==> config.mk <==
export PLATFORM = sky130hd
export DESIGN_NAME = pidsi_mul
export DESIGN_NICKNAME = d
export VERILOG_FILES = /design/src/design/pidsi_pkg.sv /design/src/design/pidsi_mul.sv
export SDC_FILE = /design/constraint.sdc
export NUM_CORES = 2
export LEC_CHECK = 0
export ABC_AREA = 1
export ABC_CLOCK_PERIOD_IN_PS = 10800
export BUFFER_PORTS_ARGS = -buffer_cell sky130_fd_sc_hd__buf_4
export CORE_MARGIN = 2
export CORE_UTILIZATION = 50
export DETAILED_ROUTE_END_ITERATION = 10
export PLACE_DENSITY = 0.66
export SYNTH_ARGS = -nofsm -noshare
export SYNTH_HDL_FRONTEND = slang
export SYNTH_SLANG_ARGS = --single-unit
export TNS_END_PERCENT = 50
==> constraint.sdc <==
create_clock -name i_clk -period 10.8 [get_ports i_clk]
set_input_delay 2.7 -clock i_clk [delete_from_list [all_inputs] [get_ports i_clk]]
set_output_delay 2.7 -clock i_clk [all_outputs]
set_load 0.02 [all_outputs]
==> src/design/pidsi_pkg.sv <==
// Package for the PID step block: payload structs, state encoding and
// fixed-point helpers. Used by every design file but pidsi_div; depends on nothing.
package pidsi_pkg;

    typedef struct packed {
        logic signed [31:0] target_value;
        logic signed [31:0] measured_value;
    } t_in;

    typedef struct packed {
        logic signed [15:0] drive;
        logic               settled;
        logic               active;
    } t_out;

    localparam int unsigned CFG_PROP_GAIN    = 0;
    localparam int unsigned CFG_INTEG_GAIN   = 1;
    localparam int unsigned CFG_DERIV_GAIN   = 2;
    localparam int unsigned CFG_DEAD_BAND    = 3;
    localparam int unsigned CFG_OPTION_BITS  = 4;
    localparam int unsigned CFG_LIMITS       = 5;
    localparam int unsigned CFG_RATE_BANDS   = 6;
    localparam int unsigned CFG_FILTER_COEFS = 7;

    localparam logic [31:0] LIMITS_RST     = 32'h7FFF_7FFF;
    localparam logic [31:0] RATE_BANDS_RST = 32'h0032_0032;
    localparam logic [32:0] SETTLE_BAND    = 33'd2000;

    // option bit positions
    localparam int unsigned OPT_TRAP   = 0;
    localparam int unsigned OPT_VRATE  = 1;
    localparam int unsigned OPT_ICLAMP = 2;
    localparam int unsigned OPT_DMEAS  = 3;
    localparam int unsigned OPT_DFILT  = 4;
    localparam int unsigned OPT_OFILT  = 5;

    localparam int unsigned MUL_A_W = 35;
    localparam int unsigned MUL_B_W = 32;
    localparam int unsigned PROD_W  = MUL_A_W + MUL_B_W;

    typedef enum logic [23:0] {
        S_IDLE = 24'h000001,
        S_CHK  = 24'h000002,
        S_MP   = 24'h000004,
        S_MI   = 24'h000008,
        S_MD   = 24'h000010,
        S_MM   = 24'h000020,
        S_RATE = 24'h000040,
        S_VL   = 24'h000080,
        S_VH   = 24'h000100,
        S_VC   = 24'h000200,
        S_VW   = 24'h000400,
        S_CL1  = 24'h000800,
        S_CL2  = 24'h001000,
        S_INT  = 24'h002000,
        S_B0   = 24'h004000,
        S_B1   = 24'h008000,
        S_B2   = 24'h010000,
        S_B3   = 24'h020000,
        S_B4   = 24'h040000,
        S_B5   = 24'h080000,
        S_Y1   = 24'h100000,
        S_Y2   = 24'h200000,
        S_SAT  = 24'h400000,
        S_OUT  = 24'h800000
    } t_state;

    // saturate a wide signed value to the 48-bit Q32.16 range
    function automatic logic signed [47:0] sat48(input logic signed [67:0] v);
        logic signed [47:0] r;
        if (v[67:47] == {21{1'b0}} || v[67:47] == {21{1'b1}}) begin
            r = v[47:0];
        end else if (v[67]) begin
            r = {1'b1, 47'b0};
        end else begin
            r = {1'b0, {47{1'b1}}};
        end
        return r;
    endfunction

    function automatic logic same_sign(input logic signed [32:0] e,
                                       input logic signed [47:0] x);
        logic r;
        r = ((!e[32] && e != '0) && (!x[47] && x != '0)) || (e[32] && x[47]);
        return r;
    endfunction

endpackage

==> src/design/pidsi_mul.sv <==
// Shared signed multiplier with a registered product.
// Depends on pidsi_pkg for operand widths.
module pidsi_mul (
    input  logic                                   i_clk,
    input  logic signed [pidsi_pkg::MUL_A_W-1:0]   i_a,
    input  logic signed [pidsi_pkg::MUL_B_W-1:0]   i_b,
    output logic signed [pidsi_pkg::PROD_W-1:0]    o_prod
);
    logic signed [pidsi_pkg::PROD_W-1:0] r_prod;

    always_ff @(posedge i_clk) begin
        r_prod <= pidsi_pkg::PROD_W'(i_a) * pidsi_pkg::PROD_W'(i_b);
    end

    assign o_prod = r_prod;
endmodule

== After elaboration in Yosys (flattened, before gate mapping) ==
Index checks and enable logic that the tools add are counted.

* Multipliers: 1

{| class="wikitable"
|+ Operator list
! operator !! number
|-
| 35-bit by 32-bit multiplier with 67-bit output || 1
|}

* Output and inout port bits: 67
* Bits of input ports: 68
* Logic and storage cells: 2
* Register bits: 67

== Depth between registers and ports, before layout ==
* Depth after elaboration: 1
* Gate-level depth with buffers: 32

== Worst setup path after synthesis ==
OpenSTA, ideal clock, no wires.

* Kind: input -> register
* Start: input port i_b[7] in the netlist's numbering
* End: register r_prod, in the netlist o_prod[58]
* Setup slack: 1314 ps
* Data arrival time: 9373 ps
* Stages: 28
* Buffers on the path: 2
* Path through: clkbuf_1 clkbuf_1 nand2_1 inv_1 fa_1 inv_1 fa_1 inv_1 fa_1 fa_1 inv_1 fa_1 inv_1 fa_1 inv_1 fa_1 inv_1 fa_1 ha_1 nand2_1 nor2_1 nand2_1 inv_1 nand2_1 nor3_1 nand2_1 nand4_1 nand2_1

* Longest elaborated chain between the ends: 1

{| class="wikitable"
|+ Ends and longest elaborated chain
! element !! RTL line !! RTL
|-
| from (decl) || pidsi_mul.sv:6 || <nowiki>input logic signed [pidsi_pkg::MUL_B_W-1:0] i_b,</nowiki>
|-
| 35-bit by 32-bit multiplier with 67-bit output || pidsi_mul.sv:12 || <nowiki>r_prod <= pidsi_pkg::PROD_W'(i_a) * pidsi_pkg::PROD_W'(i_b);</nowiki>
|-
| to (signal assigned) || pidsi_mul.sv:12 ||
|-
| to (decl) || pidsi_mul.sv:9 || <nowiki>logic signed [pidsi_pkg::PROD_W-1:0] r_prod;</nowiki>
|}

No other way between the ends.

== Final worst setup path ==
* Start: input port i_a[34] in the netlist's numbering
* End: register r_prod, in the netlist o_prod[58]

* Longest elaborated chain between the ends: 1

{| class="wikitable"
|+ Ends and longest elaborated chain
! element !! RTL line !! RTL
|-
| from (decl) || pidsi_mul.sv:5 || <nowiki>input logic signed [pidsi_pkg::MUL_A_W-1:0] i_a,</nowiki>
|-
| 35-bit by 32-bit multiplier with 67-bit output || pidsi_mul.sv:12 ||
|}

No other way between the ends.

==> metrics list <==
- Area fraction of the dominant cell type after synthesis: 54.6%
- Synthesized Nets: 6877
- Summing over every cut layer, the via total after detailed routing is 32700.
- The congestion estimate from routability-driven global placement came to 0.979.
- The library cell used most frequently in the layout, excluding fill and tap cells, is inv_1.
- Once detail routing completed, the nets flagged for antenna violations numbered 0.
* Net count, final: 6806
* Number of clock sinks: 67
* Met1 layer wirelength in the final routing: 49.3 mm
- The worst path needs 9.76 ns of the cycle, external delays included.
* First-pass GRT wire length: 195 mm
* Synth Cell Area: 43000 um^2
- Initial DRC Count: 2346
- CP Class: in2reg
- Synth warn: 0
- Share of the yosys chip area belonging to registers: 3.12%
* Starting density of the core: 50.5%
* # hold bufs at CTS: 0
- After detailed routing, the total wire length is 120 mm.
- Number of top-level design ports: 135
- The via count of the first global-routing pass is 35600.
* CTS tree: done
* Tightest Hold Check Type: in2reg
* Share of cells above drive strength 1: 3.96%
- At the worst endpoint, the arrival time is 10.01 ns.
* Routed wire length on met2: 57.5 mm
- In this run the number of H-tree levels came out at 3.
* Number of fill cells: 8155
* Result of the run: finished clean
- Based on the critical path, the design can be clocked at up to 0.102 GHz.
- Maximum number of pins on one net before global-route repair: 36
- Setup crit end kind: flop
- At the worst endpoint, the required time is 11.04 ns.
- The worst pin sits at a relative slew slack of 58.3%.
- Count of final max-slew check failures: 0
- Num CTS Buffers: 9
- Final setup vio count: 0
* Average footprint of a synthesized cell: 7.89 um^2
* Wire length per cell: 18.3 um
- In this run the worst path has a maximum fanout of 26.
- Critical Path Source Type: input pin
* Highest routed metal layer: met5
* Clock edge transition at the registers on the reported setup and hold paths: 0.06 ns
* Yosys top cell by area: fa_1
- In the detailed route, the total length drawn on met3 is 9.32 mm.
* # port buffers: 134
* Number of instances in the synthesized netlist: 5447
- Die Outline Area: 88300 um^2
- Library cell used as clock root buffer: clkbuf_16
* # rows: 107
- Die width: 297 um
* Setup TNS: 0 ns
* Max Cap Viol: 0
- Library cells used by synthesis: 33
- Final period util: 90.4%
* Unrepaired setup endpoints after global routing: no
- Leftover overflow at the end of global routing: 0
* Flip-flop and latch count after synthesis: 67
- Ranking of synthesized cells by area: fa_1 (55%), inv_1 (16%), nand2_1 (14%), ha_1 (5.5%), dfxtp_1 (3.1%)
- Sum of net half-perimeters after detailed placement: 102 mm
- Core Footprint: 85100 um^2
* Area added between synthesis and finish: 4.59%
* CTS resizes: 0
- Worst Hold Depth: 3
- The worst hold path begins at i_b[0].
- The register with the most flip-flops in the layout has 67 of them.
* Length of the first detailed-routing pass in iterations: 6
- The initial antenna violation count was 3.
- Post-CTS Setup Repair Bufs: 0
- Hold Crit Endpoint: o_prod[0]
- GR Util All Layers: 28.4%
- Number of endpoints with negative hold slack in the final report: 0
- Worst-margin pin slew: 0.625 ns
- Max clock buf depth: 2
- After detailed routing, the number of vias per cell comes to 5.02.
* Die outline height: 297 um
- DRC errors left: 0
- Commonest non-fill, non-tap cells in the layout: inv_1 (1792), nand2_1 (1552), fa_1 (1172)
-- cells by family after synthesis --
group	Yosys count	share of synthesized area [%]
xor gates and xnor gates	36	0.733
DFF	67	3.12
AOI/OAI and AO/OA	113	1.42
and+or+nand+nor	1842	16.9
adders and majority gates	1362	60.1
buffers and inverters	2027	17.7
-- Yosys cell counts (all sizes together) --
cell	instances
nor2	144
nand3b	6
a21oi	70
clkinv	1
dfxtp	67
xor2	31
a21o	2
nand4	21
o21a	3
buf	3
o21ai	27
o21bai	11
clkbuf	229
and2	1
ha	190
nand2	1570
or2	7
inv	1794
fa	1172
nor3	19
xnor2	5
nor4	2
nand3	72
-- how the worst max path moves through the flow --
stage | start | endpoint | slack, ns | cells after the start
after floorplan | i_b[7] | o_prod[58] | 1.31 | 28
after global placement | i_a[34] | o_prod[58] | 0.77 | 27
after detailed placement | i_a[34] | o_prod[58] | 0.65 | 27
after CTS | i_a[34] | o_prod[58] | 0.98 | 27
after global routing | i_a[34] | o_prod[58] | 0.49 | 27
final | i_a[34] | o_prod[58] | 1.04 | 27
-- per-layer routing --
| layer | vias up | GRT usage [%] |
|---|---|---|
| li1 | 14700 | - |
| met1 | 16800 | 38.9 |
| met2 | 1117 | 46.6 |
| met3 | 194 | 4.91 |
| met4 | 4 | 7.95 |
| met5 | - | 0 |
-- worst max-delay path: stages --
cell and delay (ns):
buf_4 0.21, nand2_1 0.20, inv_1 0.08, fa_1 0.53, inv_1 0.14, fa_1 0.54, inv_1 0.13, fa_1 0.57
fa_1 0.58, inv_1 0.44, fa_1 0.62, inv_1 0.06, fa_1 0.52, inv_1 0.05, fa_1 0.47, inv_1 0.05
fa_1 0.45, ha_1 0.44, nand2_1 0.13, nor2_1 0.29, nand2_1 0.17, inv_1 0.10, nand2_1 0.05, nor3_1 0.17
nand2_1 0.11, nand4_1 0.09, nand2_1 0.06
-- area by class of cell --
class	count	area (um^2)	share of cell area (%)
antenna	1	2.50	0.00557
clock buffer	10	229	0.509
clock inverter	6	41.3	0.0918
multi-input combinational	3353	34000	75.7
sequential	67	1340	2.98
timing repair buffer	150	1140	2.53
tap	1144	1430	3.18
inverter	1795	6740	15.0
-- per-stage QoR --
stage | hold WS [ns] | utilization (%) | cells | setup WS (ns) | area [um^2]
final | 2.93 | 52.8 | 6526 | 1.04 | 45000
after global routing | 2.93 | 52.8 | 6526 | 0.494 | 45000
after CTS | 2.90 | 52.8 | 6525 | 0.981 | 45000
after detailed placement | 3.11 | 52.5 | 6509 | 0.652 | 44700
after global placement | 3.11 | 52.5 | 6509 | 0.768 | 44700
after floorplan | 2.80 | - | 5447 | 1.31 | 43000
Power is left out: the tool's default activity adds up to more than one toggle a clock period on the data nets, which glitch-free logic cannot reach.
