**src/design/pidsi_div.sv**
```systemverilog
// Restoring divider, one quotient bit per cycle: 64-bit dividend by 16-bit
// divisor, quotient known to fit 48 bits. No package dependency.
module pidsi_div (
    input  logic        i_clk,
    input  logic        i_rst_n,
    input  logic        i_start,
    input  logic [63:0] i_dividend,
    input  logic [15:0] i_divisor,
    output logic        o_done,
    output logic [47:0] o_quot
);
    logic [15:0] r_rem;
    logic [47:0] r_lo;
    logic [15:0] r_dvs;
    logic [5:0]  r_cnt;
    logic        r_busy;
    logic        r_done;
    logic [16:0] trial;
    logic [16:0] diff;

    assign trial = {r_rem, r_lo[47]};
    assign diff  = trial - {1'b0, r_dvs};

    always_ff @(posedge i_clk) begin
        if (!i_rst_n) begin
            r_busy <= 1'b0;
            r_done <= 1'b0;
            r_cnt  <= '0;
        end else begin
            r_done <= 1'b0;
            if (i_start) begin
                r_busy <= 1'b1;
                r_cnt  <= 6'd47;
            end else if (r_busy) begin
                if (r_cnt == '0) begin
                    r_busy <= 1'b0;
                    r_done <= 1'b1;
                end
                r_cnt <= r_cnt - 6'd1;
            end
        end
    end

    always_ff @(posedge i_clk) begin
        if (i_start) begin
            r_rem <= i_dividend[63:48];
            r_lo  <= i_dividend[47:0];
            r_dvs <= i_divisor;
        end else if (r_busy) begin
            // shift in the next dividend bit, keep the difference if it fits
            if (!diff[16]) begin
                r_rem <= diff[15:0];
                r_lo  <= {r_lo[46:0], 1'b1};
            end else begin
                r_rem <= trial[15:0];
                r_lo  <= {r_lo[46:0], 1'b0};
            end
        end
    end

    assign o_done = r_done;
    assign o_quot = r_lo;
endmodule

```
**config.mk**
```make
export PLATFORM = sky130hd
export DESIGN_NAME = pidsi_div
export DESIGN_NICKNAME = d
export VERILOG_FILES = /design/src/design/pidsi_div.sv
export SDC_FILE = /design/constraint.sdc
export NUM_CORES = 1
export LEC_CHECK = 0
export BUFFER_PORTS_ARGS = -buffer_cell sky130_fd_sc_hd__buf_2
export CAP_MARGIN = 20
export CORE_AREA = 2 2 102 104
export CTS_CLUSTER_DIAMETER = 50
export DETAILED_ROUTE_END_ITERATION = 8
export DIE_AREA = 0 0 104 106
export PLACE_DENSITY_LB_ADDON = 0.08
export RECOVER_POWER = 100
export SYNTH_ARGS = -nofsm -noshare
export SYNTH_HDL_FRONTEND = slang
export SYNTH_SLANG_ARGS = --single-unit
```
**constraint.sdc**
```tcl
create_clock -name i_clk -period 2.5 [get_ports i_clk]
set_input_delay 0.375 -clock i_clk [delete_from_list [all_inputs] [get_ports i_clk]]
set_output_delay 0.375 -clock i_clk [all_outputs]
set_load 0.005 [all_outputs]
```
# Word-level counts from Yosys, hierarchy flattened
# Cells that the tools add are included.
# W data, S select, Z words.
word_totals:
  regBits: 88
  word_cells: 27
classes:
  reduce_logical: 4
  add_sub_neg: 2
  mux: 12
  bitwise: 2
op_table:
  columns: ["operator", "count"]
  rows:
  - ["$mux W48", 2]
  - ["$mux W16", 3]
  - ["$sub A17 B16 Y17", 1]
  - ["$mux W6", 2]
  - ["$logic_not A6 Y1", 1]
  - ["$sub A6 B1 Y6 const B", 1]
  - ["$mux W1", 5]
  - ["$reduce_or A3 Y1", 1]
  - ["$not A1 Y1", 2]
  - ["$reduce_bool A2 Y1", 1]
  - ["$reduce_or A2 Y1", 1]

# Depth between registers and ports, before layout
# Gate-level depths: netlist of run 1.
depth:
  ltp_word: 4
  depth_mapped: 11

# Least setup slack after synthesis of run 1
# Ideal clock, no wire load.
synth_path:
  path_type: "reg2reg"
  start: "register r_lo[47], in the netlist o_quot[47]"
  end: "register r_rem[2] (data pin)"
  arrival_time_ns: 2.245
  stages_incl_launch_ff: 12
  setup_ns: 0.267
  required_ns: 2.233
  synth_period_minus_slack_ns: 2.511
  path_slack_ns: -0.011
  path_cell_list: "edfxtp_1 -> inv_1 -> ha_1 -> fa_1 -> nand2b_1 -> a21oi_2 -> o2111ai_2 -> nand3_2 -> xor2_2 -> buf_6 -> mux2i_1 -> o21ai_1"
synth_via:
  elab_chain_cells: 4
synth_rtl:
  columns: ["element", "line", "rtl"]
  rows:
  - ["from (decl)", "13", "logic [47:0] r_lo;"]
  - ["from (signal assigned)", "47", "r_lo <= i_dividend[47:0];"]
  - ["from (signal assigned)", "53", "r_lo <= {r_lo[46:0], 1'b1};"]
  - ["from (signal assigned)", "56", "r_lo <= {r_lo[46:0], 1'b0};"]
  - ["$sub A17 B16 Y17", "22", "assign diff = trial - {1'b0, r_dvs};"]
  - ["$mux W16", "51", "if (!diff[16]) begin"]
  - ["$mux W16", "49", "end else if (r_busy) begin"]
  - ["$mux W16", "45", "if (i_start) begin"]
  - ["to (signal assigned)", "46", "r_rem <= i_dividend[63:48];"]
  - ["to (signal assigned)", "52", "r_rem <= diff[15:0];"]
  - ["to (signal assigned)", "55", "r_rem <= trial[15:0];"]
  - ["to (decl)", "12", "logic [15:0] r_rem;"]
# Every way passes these cells. The select of a mux whose other input is x is not followed.
# A chain may end at the register's enable or synchronous reset.

# Final worst setup path of run 1
layout_path:
  start: "register r_dvs[0]"
  end: "register r_rem[8] (data pin)"
layout_via:
  elab_chain_cells: 4
layout_rtl:
  columns: ["element", "line", "rtl"]
  rows:
  - ["from (decl)", "14", "logic [15:0] r_dvs;"]
  - ["from (signal assigned)", "48", "r_dvs <= i_divisor;"]
  - ["$sub A17 B16 Y17", "22", null]
  - ["$mux W16", "51", null]
  - ["$mux W16", "49", null]
  - ["$mux W16", "45", null]
# Every way passes these cells. The select of a mux whose other input is x is not followed.

==> results_dict.tcl, run 1 <==
set metrics [dict create \
    dr_wl_met2_um 4370 \
    first_pass_iters 5 \
    num_vias 3200 \
    grt_pass1_vias 3325 \
    cp-end-kind "register" \
    top_layer "met4" \
    relSlewSlack 0.386 \
    r2r_slack_ns 0.04 \
    drtIter0Drc 138 \
    nFillCells 909 \
    cts-hold-fix-buffers 0 \
    cp-startpoint "r_dvs[0]" \
    area_growth_pct 24.8 \
    worst_slew_pin_slew_ns 0.922 \
    dp_hpwl_um 6740 \
    fmax_mhz 407 \
    avgSynthCellArea_sq_um 12.8 \
    routed_wl_um 9370 \
    drv_slew 0 \
    antenna_cells 0 \
    cp_data_arrival_time_ns 2.56 \
    yosys_most_used_dff "edfxtp_1" \
    hold_viol 0 \
    viasPerCell 4.98 \
    wl_met3_um 695 \
    antenna_found_initial 0 \
    fin_skew_ns 0.0112 \
    critical_path.startpoint_type "register" \
    cts_tree "done" \
    vdd_drop_max_mv 0.302 \
    cts_root_buffer "clkbuf_8" \
    core_region_area_sq_um 10000 \
    grt_remaining_overflow 0 \
    cts_buffer_depth 2 \
    rr_startpoint "r_dvs[0]" \
    power.density_nw_per_um2 886 \
    path_class "register to register" \
    track_usage 0.177 \
    wl_met1_um 4160 \
    hp-start "i_divisor[12]" \
    min_period_over_period 0.983 \
    fp-row-count 37 \
    numCtsBuffers 9 \
    finalSetupViolCount 0 \
    grt_pass1_wl_um 15500 \
    cellLeakagePower_uw 0.00239 \
    post-place-ws_ns -0.0957 \
    clkLatencyLatePin_ns 0.36 \
    num_io_pins 132 \
    io_buffers 131 \
    grt_setup_unrepaired "true" \
    die_area_sq_um 11000 \
    initial_core_util 0.453 \
    worstPathRequired_ns 2.60 \
    final_util 0.565 \
    synth.distinct_cells 44 \
    cts_sinks 88 \
    grt_max_degree 56 \
    die_x_um 104 \
    wl_per_cell_um 14.6 \
    async_flop_share 0 \
    synth_fp_nets 457 \
    drc 0 \
    holdCritPathClass "primary input to register" \
    whs_ns 0.187 \
    cts_max_level 3 \
    seq_area_frac_synth 0.565 \
    max_cap_viol_count 0 \
    drive_gt1_frac 0.402 \
    layout_setup_ws_ns 0.0432 \
    status "finished, final reports clean" \
    antenna_left 0 \
    dieHeight_um 106 \
    synth_edf_count 80 \
    period_minus_slack_ns 2.46 \
    place_congestion 0.816 \
    worst-path-max-fanout 8 \
    clk_pin_slew_worst_paths_ns 0.09 \
    syn-cell-area_sq_um 4530 \
    netlist_instances 355 \
    ys_ff_latch 88 \
    synth_warnings 0 \
    final_nets 604 \
]
-- registers in the layout (all words and copies together) (netlist names) --
signal and flops:
o_quot 48, r_dvs 16, r_rem 16, r_cnt 6, o_done 1, r_busy 1
-- worst paths after layout --
kind | cells past startpoint | to
max | 10 | r_rem[8]
min | 1 | r_dvs[12]
max reg2reg | 10 | r_rem[8]
min reg2reg | 2 | o_done
-- synth_stat cells, types with 6 or more instances --
cell type	number	share of area
clkbuf_1	11	0.0091
o21ai_1	13	0.014
nor2_1	11	0.0091
mux2_2	47	0.12
inv_1	24	0.020
a21oi_1	15	0.017
edfxtp_1	80	0.53
xnor2_1	12	0.023
dfxtp_1	8	0.035
nand2_1	36	0.030
o21ai_0	7	0.0077
ha_1	18	0.050
xor2_1	6	0.012
nand2b_1	7	0.0097
a21boi_0	6	0.0099
mux2i_1	11	0.024
-- power breakdown --
group | leakage (uW) | switching [uW] | total, uW | internal, uW
registers | 0.000869 | 136 | 2040 | 1910
logic | 0.00143 | 1020 | 2060 | 1040
clock network | 0.0000898 | 485 | 910 | 425
-- area by class of cell --
class,count,area [sq um],share of cell area
clock buffer,14,164,0.0290
sequential,88,2560,0.453
timing repair buffer,150,788,0.139
multi-input combinational,229,1870,0.330
inverter,24,90.1,0.0159
clock inverter,2,13.8,0.00243
tap,136,170,0.0301
-- placed cells by master, fill, tap and decap left out, types with 6 or more instances in the layout --
cell      synthesis  layout
buf_2             1     108
edfxtp_1         80      80
mux2_2           47      47
nand2_1          36      36
clkbuf_1         11      26
inv_1            24      23
ha_1             18      16
a21oi_1          15      14
o21ai_1          13      13
buf_4             0      13
xnor2_1          12      12
nor2_1           11      11
mux2i_1          11       9
clkbuf_8          0       9
dfxtp_1           8       8
o21ai_0           7       7
nand2b_1          7       6
a21boi_0          6       6
xor2_1            6       6
-- critical path, cell delays in order, from the launching register on --
cell and delay (ns):
edfxtp_1 0.39, ha_2 0.21, fa_2 0.34, nand2b_4 0.16
a21oi_4 0.18, o2111ai_2 0.12, nand3_2 0.14, xor2_4 0.20
buf_6 0.18, mux2i_2 0.22, o21ai_1 0.07
-- repair_timing --
action | in CTS | in global routing
endpoints found under the setup margin | 13 | 14
gates resized for setup | 7 | 5
gates cloned | 0 | 0
pin swaps | 4 | 9
buffers inserted | 1 | 4
-- cell families after synthesis --
logic type	share of synthesized area
XOR/XNOR	0.0384
flip-flops	0.565
AND/OR/NAND/NOR	0.0754
multiplexers	0.141
AO/OA/AOI/OAI	0.0906
buffers and inverters	0.0351
adder cells (fa/ha/maj)	0.0541
-- per-stage QoR --
stage	instance area (sq um)	TNS (ns)	instances	total power [uW]
detailed placement	5430	-0.833	622	3960
floorplan	4540	0	355	3440
global route	5650	-0.511	643	5360
global placement	5430	-0.167	622	3920
CTS	5650	0	639	4970
finish	5650	0	643	5010
-- layer usage --
layer	up-vias	global-route usage
met5	-	0
met4	0	0.0743
met3	12	0.0558
met2	95	0.284
met1	1503	0.224
li1	1590	-
(Power assumes the default switching activity.)
==> run 2: changes to the inputs <==
--- a/config.mk
+++ b/config.mk
@@ -7,10 +7,10 @@
 export LEC_CHECK = 0
 export BUFFER_PORTS_ARGS = -buffer_cell sky130_fd_sc_hd__buf_2
 export CAP_MARGIN = 20
-export CORE_AREA = 2 2 102 104
+export CORE_AREA = 2 2 136 138
 export CTS_CLUSTER_DIAMETER = 50
 export DETAILED_ROUTE_END_ITERATION = 8
-export DIE_AREA = 0 0 104 106
+export DIE_AREA = 0 0 138 140
 export PLACE_DENSITY_LB_ADDON = 0.08
 export RECOVER_POWER = 100
 export SYNTH_ARGS = -nofsm -noshare
==> results_dict.tcl, run 2 (same netlist as run 1, synthesis figures left out) <==
set metrics [dict create \
    status "finished, final reports clean" \
    r2r_slack_ns 0.05 \
    final_util 0.336 \
    hold_viol 0 \
    clk_pin_slew_worst_paths_ns 0.07 \
    worst_slew_pin_slew_ns 1.06 \
    drtIter0Drc 100 \
    core_region_area_sq_um 17800 \
    hold_depth 1 \
    layout_common_cells "102 x buf_2, 80 x edfxtp_1, 47 x mux2_2" \
    cp_data_arrival_time_ns 2.53 \
    hp-start "i_divisor[0]" \
    post_dp_cell_area_sq_um 5550 \
    final_cells 738 \
    numCtsBuffers 9 \
    dp.cells 716 \
    place_congestion 0.790 \
    dp_hpwl_um 7540 \
    path_class "register to register" \
    largest_reg_flops 48 \
    holdCritPathClass "primary input to register" \
    grt_pass1_wl_um 17600 \
    cts_sinks 88 \
    drc 0 \
    worstPathRequired_ns 2.58 \
    stdcell_area_sq_um 5970 \
    grt_max_degree 46 \
    track_usage 0.115 \
    cts_root_buffer "clkbuf_16" \
    viasPerCell 4.39 \
    relSlewSlack 0.290 \
    post-place-ws_ns -0.0720 \
    layout_setup_ws_ns 0.0492 \
    die_area_sq_um 19300 \
    antenna_left 0 \
    die_x_um 138 \
    worst-path-max-fanout 8 \
    first_pass_iters 4 \
    finalSetupViolCount 0 \
    cp-end-kind "register" \
    drive_gt1_frac 0.410 \
    area_growth_pct 31.7 \
    power.density_nw_per_um2 947 \
    clkLatencyLatePin_ns 0.34 \
    drv_slew 0 \
    min_period_over_period 0.980 \
    num_io_pins 132 \
    fin_skew_ns 0.00770 \
    io_buffers 131 \
    fmax_mhz 408 \
    r2r_cells 10 \
    cellLeakagePower_uw 0.00245 \
    cts_tree "done" \
    wl_per_cell_um 14.6 \
    routed_wl_um 10800 \
    reg2reg_to "r_rem[10]" \
    holdPathEnd "r_dvs[0]" \
    num_vias 3240 \
    antenna_found_initial 1 \
    fp-row-count 49 \
    vdd_drop_max_mv 0.391 \
    grt_setup_unrepaired "true" \
    cts_buffer_depth 2 \
    critical_path.startpoint_type "register" \
    initial_core_util 0.255 \
    max_cap_viol_count 0 \
    rr_startpoint "r_dvs[0]" \
    dieHeight_um 140 \
    grt_pass1_vias 3567 \
    final_common_cell "buf_2" \
    period_minus_slack_ns 2.45 \
    final_nets 604 \
    grt_remaining_overflow 0 \
    cts-hold-fix-buffers 0 \
    cts_max_level 3 \
]
==> run 2: cell types whose count changed in the layout (fill, tap and decap cells not counted), sizes merged <==
cell	delta
diode	+2
clkinvlp	+1
inv	+2
bufinv	+1
clkinv	+1
clkbuf	+2
buf	-7
==> run 2: worst max-delay path, cell delays in order, from the launching register on <==
cell and delay (ns):
edfxtp_1 0.42, ha_4 0.18, fa_2 0.33, nand2b_4 0.16, a21oi_4 0.14, o2111ai_2 0.12
nand3_2 0.14, xor2_4 0.21, clkbuf_16 0.20, mux2i_2 0.20, o21ai_1 0.07
==> run 2: area by class of cell <==
type                    instances  area (sq um)
diodes                          2          5.00
clock buffers                   9           225
clock inverters                 7          78.8
fillers                      1839         11800
inverters                      24          90.1
multi-input cells             229          1910
flip-flops and latches         88          2560
well taps                     229           287
repair buffers                150           807
==> run 2: worst max path at each step <==
stage	start	endpoint	slack, ns	cells past startpoint
2_1_floorplan	o_quot[47]	r_rem[2]	0.005	11
3_3_place_gp	o_quot[47]	r_rem[2]	-0.02	11
3_5_place_dp	o_quot[47]	r_rem[3]	-0.07	11
4_1_cts	r_dvs[0]	r_rem[7]	-0.02	10
5_1_grt	o_quot[47]	r_rem[10]	-0.10	11
6_report	r_dvs[0]	r_rem[10]	0.05	10
==> run 2: per-layer routing <==
metal	vias to the layer above	global-route usage	wire [um]
met2	100	0.180	4860
met3	12	0.0622	1010
met4	0	0.0338	174
met5	-	0	0
met1	1524	0.136	4730
li1	1604	-	-
==> run 2: metrics by stage <==
stage	total power, uW	setup TNS, ns	hold slack (ns)
finish	5650	0	0.202
global route	6060	-0.773	0.173
CTS	5690	-0.0880	0.179
detailed placement	4030	-0.823	0.551
global placement	4030	-0.238	0.553
floorplan	3440	0	0.474
==> run 2: power breakdown <==
part           switching (uW)  internal, uW
Sequential                144          1910
Combinational            1080          1120
Clock                     617           786
==> run 2: repair_timing <==
item                                    CTS  global route
cloned                                    1             0
buffers inserted                          3             0
endpoints found under the setup margin   16            17
pin swaps                                 7             1
resized for setup                         5            15
